`config.mk`:
```
export PLATFORM = sky130hd
export DESIGN_NAME = pps_cell
export DESIGN_NICKNAME = d
export VERILOG_FILES = /design/src/rtl/pps_pkg.sv /design/src/rtl/pps_cell.sv
export SDC_FILE = /design/constraint.sdc
export NUM_CORES = 1
export LEC_CHECK = 0
export BUFFER_PORTS_ARGS = -buffer_cell sky130_fd_sc_hd__clkbuf_2
export CAP_MARGIN = 10
export CORE_AREA = 10 10 108 110
export CTS_BUF_LIST = sky130_fd_sc_hd__clkbuf_2
export DETAILED_ROUTE_END_ITERATION = 10
export DIE_AREA = 0 0 118 120
export PLACE_DENSITY = 0.82
export SLEW_MARGIN = 40
export SYNTH_ARGS = -nofsm -noshare
export SYNTH_HDL_FRONTEND = slang
export SYNTH_SLANG_ARGS = --single-unit
export TNS_END_PERCENT = 100
```
`constraint.sdc`:
```
create_clock -name clock -period 3.3 [get_ports clock]
set_clock_uncertainty 0.1 [all_clocks]
set_input_delay 0.165 -clock clock [delete_from_list [all_inputs] [get_ports clock]]
set_output_delay 0.165 -clock clock [all_outputs]
set_load 0.01 [all_outputs]
```
`src/rtl/pps_pkg.sv`:
```
// Shared codes and types of the preemptive priority scheduler.
package pps_pkg;

   localparam logic [1:0] OP_LOAD  = 2'd0;
   localparam logic [1:0] OP_ADMIT = 2'd1;
   localparam logic [1:0] OP_TICK  = 2'd2;
   localparam logic [1:0] OP_SPARE = 2'd3;

   typedef enum logic [2:0] {
      ST_IDLE,
      ST_SCAN,
      ST_FETCH,
      ST_EXEC,
      ST_FIN
   } state_type;

   // Command broadcast from the sequencer to all slot cells.
   typedef struct packed {
      logic load;
      logic admit;
      logic step;
      logic clear;
   } cmd_type;

endpackage

```
`src/rtl/pps_cell.sv`:
```
// One process slot cell: slot state plus one stage of the selection chain.
module pps_cell #(
   parameter int ID_BITS   = 4,
   parameter int CNT_BITS  = 5,
   parameter int TIME_BITS = 32,
   parameter int SLOT      = 0
) (
   input  logic                 clock,
   input  logic                 reset,
   input  pps_pkg::cmd_type     cmd,
   input  logic [ID_BITS-1:0]   cmd_slot,
   input  logic [7:0]           cmd_prio,
   input  logic [15:0]          cmd_dur,
   input  logic [TIME_BITS-1:0] cmd_time,
   input  logic                 cand_in_valid,
   input  logic [7:0]           cand_in_prio,
   input  logic [ID_BITS-1:0]   cand_in_id,
   output logic                 cand_out_valid,
   output logic [7:0]           cand_out_prio,
   output logic [ID_BITS-1:0]   cand_out_id,
   output logic                 ready,
   output logic [CNT_BITS-1:0]  count,
   output logic [CNT_BITS-1:0]  cursor,
   output logic [TIME_BITS-1:0] arrival,
   output logic [TIME_BITS-1:0] total
);
   import pps_pkg::*;

   logic                 ready_ff;
   logic [CNT_BITS-1:0]  count_ff;
   logic [CNT_BITS-1:0]  cursor_ff;
   logic [7:0]           prio_ff;
   logic [TIME_BITS-1:0] arrival_ff;
   logic [TIME_BITS-1:0] total_ff;
   logic [TIME_BITS-1:0] total_in;
   logic [TIME_BITS:0]   sum;
   logic                 hit;
   logic                 take;
   logic                 cand_valid_ff;
   logic [7:0]           cand_prio_ff;
   logic [ID_BITS-1:0]   cand_id_ff;

   assign hit = (cmd_slot == ID_BITS'(SLOT));
   assign sum = {1'b0, total_ff} + (TIME_BITS+1)'(cmd_dur);
   assign total_in = sum[TIME_BITS] ? {TIME_BITS{1'b1}} : sum[TIME_BITS-1:0];
   // Take over the candidate only on a strictly better priority: lower ids win ties.
   assign take = ready_ff && (!cand_in_valid || (prio_ff < cand_in_prio));

   always_ff @(posedge clock) begin
      if (reset) begin
         ready_ff  <= 1'b0;
         count_ff  <= '0;
         cursor_ff <= '0;
         total_ff  <= '0;
      end else if (hit) begin
         if (cmd.load) begin
            count_ff <= count_ff + CNT_BITS'(1);
            total_ff <= total_in;
         end
         if (cmd.admit) begin
            ready_ff  <= 1'b1;
            cursor_ff <= '0;
         end
         if (cmd.step) cursor_ff <= cursor_ff + CNT_BITS'(1);
         if (cmd.clear) begin
            ready_ff  <= 1'b0;
            count_ff  <= '0;
            cursor_ff <= '0;
            total_ff  <= '0;
         end
      end
   end

   always_ff @(posedge clock) begin
      if (hit && cmd.admit) begin
         prio_ff    <= cmd_prio;
         arrival_ff <= cmd_time;
      end
   end

   always_ff @(posedge clock) begin
      if (reset) cand_valid_ff <= 1'b0;
      else       cand_valid_ff <= take || cand_in_valid;
   end

   always_ff @(posedge clock) begin
      cand_prio_ff <= take ? prio_ff : cand_in_prio;
      cand_id_ff   <= take ? ID_BITS'(SLOT) : cand_in_id;
   end

   assign cand_out_valid = cand_valid_ff;
   assign cand_out_prio  = cand_prio_ff;
   assign cand_out_id    = cand_id_ff;
   assign ready          = ready_ff;
   assign count          = count_ff;
   assign cursor         = cursor_ff;
   assign arrival        = arrival_ff;
   assign total          = total_ff;

endmodule

```
-- Word level (Yosys, flattened, before mapping)
Cells that the tools add are included.
- register bits after elaboration: 96
- bits of input ports: 79
- add/sub/neg operators: 3
- magnitude comparators: 1
- multiplexer cells: 11
- reduce and logical (&&, ||, !) cells: 12
- operator list (kind ; number):
    $mux 32 ; 3
    $add 32x16->33 ; 1
    $mux 5 ; 5
    $add 5x1->5 const B ; 2
    $lt 8x8->1 ; 1
    $mux 8 ; 1
    $reduce_and 2->1 ; 3
    $logic_not 4->1 ; 1
    $reduce_bool 2->1 ; 2
    $reduce_bool 3->1 ; 1
    $logic_and 1x1->1 ; 2
    $logic_or 1x1->1 ; 2
    $mux 1 ; 2
    $logic_not 1->1 ; 1

-- Depth between registers and ports, before layout
Gate-level depths: netlist of run 1.
- depth after elaboration: 4
- mapped depth: 9

-- Worst setup path after synthesis of run 1
Ideal clock, no wire load.
- path type: reg2reg
- from: register total_ff[0] (netlist: total[0])
- to: register total_ff[21] (netlist: total[21])
- setup time: 0.145 ns
- arrival time: 2.367 ns
- required time: 3.055 ns
- slack: 0.688 ns
- cell stages (with the launch flop): 10
- buffers on the path: 1
- clock period less this slack: 2.612 ns
- path through: dfxtp_1 > ha_1 > fa_1 > a211oi_1 > o211ai_1 > a21o_1 > o211a_1 > nand2_1 > clkbuf_1 > o221ai_1
- word-level cells in the longest chain between the ends: 4
- RTL lines (what ; RTL line ; source):
    start: declaration ; pps_cell.sv:34 ; logic [TIME_BITS-1:0] total_ff;
    start signal: assignment ; pps_cell.sv:58 ; total_ff <= total_in;
    $add 32x16->33 ; pps_cell.sv:44 ; assign sum = {1'b0, total_ff} + (TIME_BITS+1)'(cmd_dur);
    $mux 32 ; pps_cell.sv:45 ; assign total_in = sum[TIME_BITS] ? {TIME_BITS{1'b1}} : sum[TIME_BITS-1:0];
    $mux 32 ; pps_cell.sv:56 ; if (cmd.load) begin
    $mux 32 ; pps_cell.sv:65 ; if (cmd.clear) begin
Every way passes these cells. The select of a mux whose other input is x is not followed.
A chain may end at the register's enable or synchronous reset.

-- Final worst setup path of run 1
- from: register ready_ff (netlist: ready)
- to: register cand_prio_ff[6] (netlist: cand_out_prio[6])
- word-level cells in the longest chain between the ends: 2
- RTL lines (what ; RTL line ; source):
    start: declaration ; pps_cell.sv:29 ; logic ready_ff;
    start signal: assignment ; pps_cell.sv:51 ; ready_ff <= 1'b0;
    start signal: assignment ; pps_cell.sv:61 ; ready_ff <= 1'b1;
    start signal: assignment ; pps_cell.sv:66 ; ready_ff <= 1'b0;
    $logic_and 1x1->1 ; pps_cell.sv:47 ; assign take = ready_ff && (!cand_in_valid || (prio_ff < cand_in_prio));
    $mux 8 ; pps_cell.sv:87 ; cand_prio_ff <= take ? prio_ff : cand_in_prio;
    end signal: assignment ; pps_cell.sv:87 ;
    end: declaration ; pps_cell.sv:40 ; logic [7:0] cand_prio_ff;
Every way passes these cells.

==> impl_metrics.csv, run 1 <==
group,metric,value,unit
job,max_cap_viol_count,0,
yosys,synth_top_area_share,24.8,%
worst_setup_path,crit_required,3.79,ns
floorplanning,fp.dieH,120,um
cts,clk_latency,0.63,ns
finish,diodes,0,
cts,numCtsBuffers,9,
grt,gr-usage-all-layers,23.2,%
yosys,synth_top_family_by_area,"compound AO/OA/AOI/OAI gates",
yosys,netlist_instances,498,
power,p_per_area,345,nW/um^2
finish,syn2layout_area_growth,41.0,%
cts,clk_pin_slew,0.30,ns
floorplanning,rows,36,
worst_setup_path,rrSetupSlack,0.10,ns
drt,wl_per_cell,19.1,um
hold_path,hold_start,"cmd_slot[2]",
timing,rsz0062_at_grt,"no",
yosys,yosysWarnings,0,
timing,finalCriticalPeriod,3.20,ns
grt,grt_pass1_vias,5092,
worst_setup_path,crit_path_start_kind,"register",
finish,drive_above_1_share,26.9,%
worst_setup_path,worstSetupEndpointType,"register",
drt,vias,5114,
power,finalPower,2350,uW
hold_path,min_to,"cursor[1]$_SDFFE_PP0P_",
yosys,synth.cell_area,4840,um^2
cts,cts_tree,"done",
floorplanning,die_area,14200,um^2
timing,setup_tns,0,ns
timing,hold_viol_final,0,
yosys,synth_common_cells,"nand2_1 (62), dfxtp_1 (56), edfxtp_1 (40)",
timing,final_max_slew_viol_count,0,
placed_design,dpl_worst_slack,0.599,ns
placed_design,place_hpwl,11.0,mm
timing,slew_headroom,51.7,%
grt,grt_first_pass_wirelength,26.7,mm
drt,drc,0,
drt,vias_per_cell,5.79,
yosys,yosysSeqAreaShare,47.9,%
cts,clock-sinks,96,
power,vdd_drop_max,0.206,mV
cts,htreeDepth,3,
worst_setup_path,worstPathCellList,"nor2b_2 > nand2_1 > o21ai_0 > a31oi_1 > dlygate4sd3_1 > o211ai_1 > dlygate4sd3_1",
yosys,synth_area_leaders,"edfxtp_1 (25%), dfxtp_1 (23%), ha_1 (6.5%), nand2_1 (4.8%), o21ai_0 (3.3%)",
cts,clockBufferDepth,2,
worst_setup_path,rr_worst_depth,7,
grt,overflow,0,
worst_setup_path,reg2reg_from,"ready$_SDFFE_PP0P_",
yosys,synth_edf_count,40,
cts,cts-root-buf,"clkbuf_2",
timing,max_freq,0.313,GHz
worst_setup_path,cp_slowest_stage_delay,0.85,ns
yosys,synth_top_cell_by_area,"edfxtp_1",
drt,drt_pass1_iterations,5,
finish,num-fill-cells,691,
drt,drt_iter0_markers,500,
timing,finalSetupViolCount,0,
floorplanning,initial_core_util,50.7,%
timing,layout_setup_ws,0.100,ns
worst_setup_path,cp_max_fo,21,
worst_setup_path,critPathKind,"reg2reg",
status,status,"completed",
floorplanning,fp.dieW,118,um
timing,fin_crit_sh,97.0,%
yosys,synthSimpleGateAreaFrac,17.5,%
floorplanning,core_area,9550,um^2
yosys,yosys_most_used_dff,"dfxtp_1",
worst_setup_path,cp_common_cell,"dlygate4sd3_1",
yosys,synth_xor_area_share,3.43,%
yosys,synth.most_common_cell,"nand2_1",
placed_design,gp_congestion,0.914,
timing,tightestPinTransition,0.723,ns
yosys,synthAdderAreaFrac,6.87,%
hold_path,min_path_cells,5,
yosys,synthMuxAreaShare,0.620,%
finish,multi_input_area,2380,um^2
yosys,synth_cell_types,60,
drt,drt-total-wl,16.9,mm
yosys,synthesis.nets,603,
worst_setup_path,r2r-end,"cand_out_prio[6]$_DFF_P_",
yosys,synth_compound_area_share,20.5,%
drt,ant_nets,0,
floorplanning,io-pin-count,167,
yosys,async_flop_share,0,%
worst_setup_path,worst_path_max_delay_cell,"dfxtp_1",
hold_path,hold_class,"in2reg",
worst_setup_path,crit_arrival,3.69,ns
finish,nets,851,
finish,seqCellArea,2320,um^2
power,leakage,0.00300,uW
grt,antenna_found_initial,0,
placed_design,portBuffers,166,
yosys,synth.avg_cell_area,9.73,um^2
yosys,ys_seq_elements,96,
grt,grt_max_degree,23,
[kinds of logic after synthesis]
kind of cell | count (synthesis)
xor+xnor | 19
compound gates | 150
buf+inv | 37
mux | 3
fa+ha+maj | 26
flops | 96
simple gates | 167
[critical path: cells and delay by family, from the launching register on]
kind,cells,cell delay (ns)
flip-flops,1,0.85
buffers and inverters,2,1.18
AND/OR/NAND/NOR,2,0.75
AO/OA/AOI/OAI,3,0.31
[flip-flops by register name, summed over array words and instances, names as in the netlist]
signal / count
prio_ff: 8
cursor: 5
total: 32
ready: 1
cand_out_valid: 1
arrival: 32
cand_out_id: 4
cand_out_prio: 8
count: 5
[cell type report]
cell class	count	share of cell area (%)
clock buffer	10	0.733
clock inverter	6	1.68
multi-input combinational	365	34.9
timing repair buffer	259	25.5
inverter	15	0.824
sequential	96	34.0
tap	133	2.44
[timing repair]
item | in CTS | in global routing
hold endpoints to repair | 81 | 0
hold buffers | 84 | 0
buffers inserted | 0 | 0
gates resized for setup | 0 | 0
[metrics by stage]
stage               hold WS, ns  cell area, um^2  std cells  utilization, %
floorplan                 0.164             4840        498               -
global placement          0.242             5820        784            61.0
detailed placement        0.244             5820        784            61.0
CTS                     0.00787             6830        884            71.5
global route            0.00690             6830        884            71.5
finish                   0.0171             6830        884            71.5
[per-layer routing]
| metal | wire length, um | global-route usage [%] | vias to the layer above |
|---|---|---|---|
| met2 | 8820 | 42.2 | 269 |
| met1 | 6280 | 24.9 | 2414 |
| met5 | 0 | 0 | - |
| met3 | 1300 | 7.31 | 51 |
| met4 | 471 | 7.88 | 0 |
| li1 | - | - | 2380 |
[cells in the final DEF (no fill, tap or decap), drive strengths merged, types with 6 or more instances in the layout]
| cell | Yosys | final |
|---|---|---|
| dfxtp | 56 | 56 |
| nand2 | 62 | 62 |
| o311ai | 14 | 14 |
| xnor2 | 7 | 7 |
| or3 | 6 | 6 |
| nor3 | 6 | 6 |
| edfxtp | 40 | 40 |
| nand3 | 20 | 20 |
| clkbuf | 17 | 176 |
| inv | 15 | 16 |
| nand4 | 16 | 16 |
| o21ai | 33 | 33 |
| a31oi | 14 | 14 |
| nor2 | 22 | 22 |
| dlygate4sd3 | 0 | 84 |
| a21oi | 30 | 30 |
| a21o | 12 | 12 |
| ha | 25 | 25 |
| o211ai | 17 | 17 |
| xor2 | 12 | 12 |
| a211oi | 6 | 6 |
| buf | 5 | 9 |
[report_power, final]
group	switching, uW	leakage [uW]	internal, uW
clock	429	0.0000927	333
sequential	12.2	0.000817	1260
combinational	153	0.00209	164
[how the worst max path moves through the flow]
stage,start,to,depth (start not counted)
floorplan,total[0]$_SDFFE_PP0P_,total[21]$_SDFFE_PP0P_,9
global placement,total[0]$_SDFFE_PP0P_,total[21]$_SDFFE_PP0P_,8
detailed placement,total[0]$_SDFFE_PP0P_,total[31]$_SDFFE_PP0P_,8
CTS,ready$_SDFFE_PP0P_,cand_out_prio[1]$_DFF_P_,7
global route,ready$_SDFFE_PP0P_,cand_out_prio[6]$_DFF_P_,7
finish,ready$_SDFFE_PP0P_,cand_out_prio[6]$_DFF_P_,7
Note: power is estimated with default switching activity, not from simulation.
==> run 2, diff against run 1 <==
--- a/config.mk
+++ b/config.mk
@@ -12,6 +12,7 @@
 export DETAILED_ROUTE_END_ITERATION = 10
 export DIE_AREA = 0 0 118 120
 export PLACE_DENSITY = 0.82
+export SETUP_SLACK_MARGIN = 0.4
 export SLEW_MARGIN = 40
 export SYNTH_ARGS = -nofsm -noshare
 export SYNTH_HDL_FRONTEND = slang
==> impl_metrics.csv, run 2 (same netlist as run 1, synthesis figures left out) <==
group,metric,value,unit
hold_path,hold_start,"cmd_dur[3]",
timing,final_max_slew_viol_count,0,
placed_design,gp_congestion,0.914,
job,max_cap_viol_count,0,
floorplanning,rows,36,
floorplanning,die_area,14200,um^2
grt,gr-usage-all-layers,22.7,%
finish,drive_above_1_share,27.3,%
timing,slew_headroom,54.4,%
timing,rsz0062_at_grt,"no",
placed_design,place_hpwl,11.0,mm
drt,drt_iter0_markers,461,
floorplanning,fp.dieW,118,um
cts,postCtsSetupRepairBufs,0,
cts,cts_tree,"done",
timing,tightestPinTransition,0.682,ns
finish,final_common_cell,"clkbuf_2",
worst_setup_path,r2r-end,"total[31]$_SDFFE_PP0P_",
worst_setup_path,cp_max_fo,7,
cts,cts-root-buf,"clkbuf_2",
grt,overflow,0,
power,leakage,0.00297,uW
timing,finalCriticalPeriod,2.65,ns
timing,max_freq,0.377,GHz
finish,nets,843,
timing,setup_tns,0,ns
drt,vias_per_cell,5.69,
finish,final_cells,877,
hold_path,hold_class,"in2reg",
cts,clk_pin_slew,0.26,ns
floorplanning,initial_core_util,50.7,%
worst_setup_path,rrSetupSlack,0.65,ns
drt,drt_pass1_iterations,5,
worst_setup_path,crit_path_start_kind,"register",
grt,grt_pass1_vias,4956,
hold_path,min_to,"total[3]$_SDFFE_PP0P_",
power,pwr-share-clk,32.1,%
floorplanning,fp.dieH,120,um
power,vdd_drop_max,0.205,mV
finish,syn2layout_area_growth,39.5,%
placed_design,portBuffers,166,
cts,numCtsBuffers,9,
cts,clockBufferDepth,2,
cts,htreeDepth,3,
hold_path,min_path_cells,5,
placed_design,placed_cells,784,
floorplanning,io-pin-count,167,
power,combPwrFrac,13.2,%
power,power.share.switching,24.9,%
worst_setup_path,crit_arrival,3.08,ns
drt,vias,4993,
power,p_per_area,345,nW/um^2
drt,drc,0,
power,internal_power,1750,uW
worst_setup_path,cp_slowest_stage_delay,0.43,ns
timing,finalSetupViolCount,0,
worst_setup_path,rr_worst_depth,7,
cts,clock-sinks,96,
floorplanning,core_area,9550,um^2
grt,grt_max_degree,23,
worst_setup_path,crit_required,3.73,ns
cts,clk_latency,0.60,ns
worst_setup_path,worstPathCellList,"ha_1 > nand2_1 > o21ai_0 > a31oi_1 > o32a_1 > or3_1 > o311ai_1",
worst_setup_path,worstSetupEndpointType,"register",
worst_setup_path,critPathKind,"reg2reg",
status,status,"completed",
timing,fin_crit_sh,80.4,%
finish,layout_common_cells,"clkbuf_2 (176), dlygate4sd3_1 (76), nand2_1 (61), dfxtp_1 (56), edfxtp_1 (40)",
grt,antenna_found_initial,1,
power,p_sw,581,uW
finish,num-fill-cells,711,
worst_setup_path,worst_path_max_delay_cell,"o32a_1",
drt,drt-total-wl,16.7,mm
timing,hold_viol_final,0,
drt,wl_per_cell,19.1,um
grt,grt_first_pass_wirelength,26.0,mm
power,pwr-share-seq,54.7,%
drt,ant_nets,0,
worst_setup_path,reg2reg_from,"total[7]$_SDFFE_PP0P_",
## run 2: repair_timing
action / 4_1_cts / 5_1_grt
resized for setup: 0 / 1
endpoints found under the setup margin: 0 / 2
endpoints found under the hold margin: 81 / 0
hold buffers: 76 / 0
## run 2: how the worst max path moves through the flow
stage / start / to / cells after the start
CTS: total[0]$_SDFFE_PP0P_ / total[21]$_SDFFE_PP0P_ / 8
detailed placement: total[0]$_SDFFE_PP0P_ / total[31]$_SDFFE_PP0P_ / 8
global placement: total[0]$_SDFFE_PP0P_ / total[21]$_SDFFE_PP0P_ / 8
floorplan: total[0]$_SDFFE_PP0P_ / total[21]$_SDFFE_PP0P_ / 9
finish: total[7]$_SDFFE_PP0P_ / total[31]$_SDFFE_PP0P_ / 7
global route: total[0]$_SDFFE_PP0P_ / total[28]$_SDFFE_PP0P_ / 9
## run 2: metrics by stage
step / utilization (%) / setup slack (ns) / cell area [um^2] / power [uW] / hold slack, ns
global route: 70.8 / 0.445 / 6760 / 2410 / 0.0262
global placement: 61.0 / 0.664 / 5820 / 1510 / 0.242
floorplan: - / 0.688 / 4840 / 1410 / 0.164
CTS: 70.7 / 0.585 / 6750 / 2320 / 0.00787
finish: 70.8 / 0.645 / 6760 / 2330 / 0.0551
detailed placement: 61.0 / 0.599 / 5820 / 1510 / 0.244
## run 2: worst max-delay path, delay by kind of cell (launching register included)
| family | cells | cell delay [ns] |
|---|---|---|
| simple gates | 2 | 0.54 |
| flops | 1 | 0.39 |
| compound gates | 4 | 1.17 |
| fa+ha+maj | 1 | 0.41 |
## run 2: power by group through the flow
stage	clock, uW	combinational, uW	sequential, uW
2_1_floorplan	0	104	1310
5_1_grt	803	331	1280
6_report	748	308	1270
3_3_place_gp	0	211	1290
4_1_cts	758	292	1270
3_5_place_dp	0	218	1300
## run 2: per-layer routing
metal	GRT usage [%]	vias up	routed length [um]
met5	0	-	0
met4	8.35	0	523
met3	7.78	49	1490
met2	40.8	257	8670
met1	24.2	2321	6070
li1	-	2366	-
## run 2: area by class of cell
class,count,area (um^2),area share (%)
timing repair buffer,251,1660,24.6
multi-input combinational,365,2380,35.3
clock inverter,6,115,1.70
clock buffer,10,50.0,0.741
sequential,96,2320,34.4
inverter,15,56.3,0.833
antenna,1,2.50,0.0370
tap,133,166,2.46
==> run 3, diff against run 2 <==
--- a/config.mk
+++ b/config.mk
@@ -7,11 +7,11 @@
 export LEC_CHECK = 0
 export BUFFER_PORTS_ARGS = -buffer_cell sky130_fd_sc_hd__clkbuf_2
 export CAP_MARGIN = 10
-export CORE_AREA = 10 10 108 110
+export CORE_AREA = 10 10 113 115
 export CTS_BUF_LIST = sky130_fd_sc_hd__clkbuf_2
 export DETAILED_ROUTE_END_ITERATION = 10
-export DIE_AREA = 0 0 118 120
-export PLACE_DENSITY = 0.82
+export DIE_AREA = 0 0 123 125
+export PLACE_DENSITY = 0.78
 export SETUP_SLACK_MARGIN = 0.4
 export SLEW_MARGIN = 40
 export SYNTH_ARGS = -nofsm -noshare
==> constraint.sdc (replaced) <==
create_clock -name clock -period 2.3 [get_ports clock]
set_clock_uncertainty 0.1 [all_clocks]
set_input_delay 0.115 -clock clock [delete_from_list [all_inputs] [get_ports clock]]
set_output_delay 0.115 -clock clock [all_outputs]
set_load 0.01 [all_outputs]
==> impl_metrics.csv, run 3 (same netlist as run 1, synthesis figures left out) <==
group,metric,value,unit
timing,hold_viol_final,1,
floorplanning,core_area,10600,um^2
cts,clk_latency,0.55,ns
grt,grt_pass1_vias,5293,
grt,gr-usage-all-layers,21.4,%
timing,max_freq,0.420,GHz
drt,vias_per_cell,5.72,
finish,final_area,7440,um^2
timing,rsz0062_at_grt,"yes",
timing,final_max_slew_viol_count,0,
worst_setup_path,cp_slowest_stage_delay,0.40,ns
worst_setup_path,path_delay_family,"compound AO/OA/AOI/OAI gates",
worst_setup_path,critPathKind,"reg2reg",
timing,setup_tns,-0.851,ns
finish,drive_above_1_share,40.2,%
hold_path,hold_start,"cmd_dur[1]",
finish,final_common_cell,"clkbuf_2",
cts,cts-root-buf,"clkbuf_2",
cts,hold_buffers,65,
drt,vias,5259,
grt,antenna_found_initial,1,
floorplanning,rows,38,
cts,clk_pin_slew,0.27,ns
placed_design,dpl-instance-area,6210,um^2
timing,hold_ws,-0.0511,ns
timing,finalCriticalPeriod,2.38,ns
worst_setup_path,worstPathCellList,"ha_4 > fa_2 > a211oi_2 > o211ai_1 > a21o_1 > o211a_4 > buf_12 > o21ai_0 > nand2_1",
drt,drt_pass1_iterations,7,
cts,cts_tree,"done",
power,finalPower,3200,uW
finish,num-fill-cells,765,
worst_setup_path,crit_path_start_kind,"register",
floorplanning,initial_core_util,45.7,%
worst_setup_path,crit_required,2.68,ns
finish,syn2layout_area_growth,53.5,%
cts,numCtsBuffers,9,
finish,nets,879,
finish,layout_common_cells,"clkbuf_2 (176), dlygate4sd3_1 (65), nand2_1 (60), buf_4 (50), dfxtp_1 (45)",
power,leakage,0.00316,uW
placed_design,placed_cells,819,
timing,slew_headroom,50.8,%
cts,htreeDepth,3,
drt,drc,0,
timing,tightestPinTransition,0.738,ns
worst_setup_path,crit_start,"total[0]$_SDFFE_PP0P_",
power,p_per_area,430,nW/um^2
finish,final_cells,920,
drt,drt_iter0_markers,551,
floorplanning,die_area,15400,um^2
drt,ant_nets,0,
status,status,"finished, violations left",
timing,fin_crit_sh,104,%
floorplanning,fp.dieH,125,um
worst_setup_path,reg2reg_from,"total[0]$_SDFFE_PP0P_",
grt,grt_max_degree,42,
cts,clockBufferDepth,2,
drt,drt-total-wl,17.6,mm
power,vdd_drop_max,0.239,mV
timing,layout_setup_ws,-0.0833,ns
worst_setup_path,path_buf_inv,1,
floorplanning,fp.dieW,123,um
drt,wl_per_cell,19.1,um
worst_setup_path,crit_arrival,2.76,ns
status,violations,"negative hold slack, negative setup slack",
worst_setup_path,worstSetupEndpointType,"register",
worst_setup_path,worst_path_max_delay_cell,"dfxtp_2",
floorplanning,io-pin-count,167,
placed_design,gp_congestion,0.871,
hold_path,hold_class,"in2reg",
worst_setup_path,cp_max_fo,13,
placed_design,portBuffers,166,
grt,grt_first_pass_wirelength,26.8,mm
timing,finalSetupViolCount,26,
grt,overflow,0,
job,max_cap_viol_count,0,
cts,clock-sinks,96,
placed_design,place_hpwl,11.4,mm
## run 3: cell types whose count changed in the layout (fill, tap and decap cells not counted), sizes merged
cell	delta
a21o	+1
clkinv	+1
bufinv	-2
buf	+44
inv	+1
nand2	+1
dlygate4sd3	-11
a21oi	+1
## run 3: power breakdown
| group | internal (uW) | leakage [uW] | switching, uW | total, uW |
|---|---|---|---|---|
| combinational | 250 | 0.00227 | 242 | 492 |
| clock | 262 | 0.0000728 | 617 | 879 |
| sequential | 1810 | 0.000824 | 15.3 | 1820 |
## run 3: metrics by stage
stage / setup WS, ns / utilization (%)
final: -0.0833 / 70.2
after global routing: -0.147 / 70.2
after CTS: -0.0115 / 69.0
after detailed placement: -0.0816 / 58.6
after global placement: -0.0206 / 58.6
after floorplan: 0.0696 / -
## run 3: cell type report
| cell class | count | area (um^2) | area share (%) |
|---|---|---|---|
| timing repair buffer | 284 | 1910 | 25.7 |
| clock inverter | 6 | 66.3 | 0.892 |
| multi-input combinational | 368 | 2840 | 38.2 |
| tap | 140 | 175 | 2.35 |
| antenna | 1 | 2.50 | 0.0336 |
| inverter | 15 | 56.3 | 0.757 |
| sequential | 96 | 2340 | 31.5 |
| clock buffer | 10 | 50.0 | 0.673 |
## run 3: worst min-delay path, delay by kind of cell
| kind | cells | cell delay, ns |
|---|---|---|
| buffers and inverters | 1 | 0.14 |
| AOI/OAI and AO/OA | 1 | 0.07 |
| and+or+nand+nor | 1 | 0.06 |
| adders and majority gates | 1 | 0.21 |
## run 3: path summary, 6_finish.rpt
path | to | slack (ns) | depth (start not counted)
setup / recovery | total[8]$_SDFFE_PP0P_ | -0.08 | 9
hold / removal | total[1]$_SDFFE_PP0P_ | -0.05 | 4
setup reg to reg | total[8]$_SDFFE_PP0P_ | -0.08 | 9
hold reg to reg | total[4]$_SDFFE_PP0P_ | 0.38 | 2
## run 3: routing by layer
layer | global-route usage [%] | part of all wire, %
met1 | 23.6 | 36
met2 | 38.3 | 54
met3 | 6.08 | 8.4
met4 | 7.13 | 1.9
met5 | 0 | 0
## run 3: what timing repair did
| item | CTS | global route |
|---|---|---|
| buffers inserted | 14 | 2 |
| cloned | 3 | 0 |
| resized for setup | 50 | 21 |
| hold endpoints to repair | 69 | 1 |
| pin swaps | 14 | 17 |
| endpoints found under the setup margin | 44 | 44 |
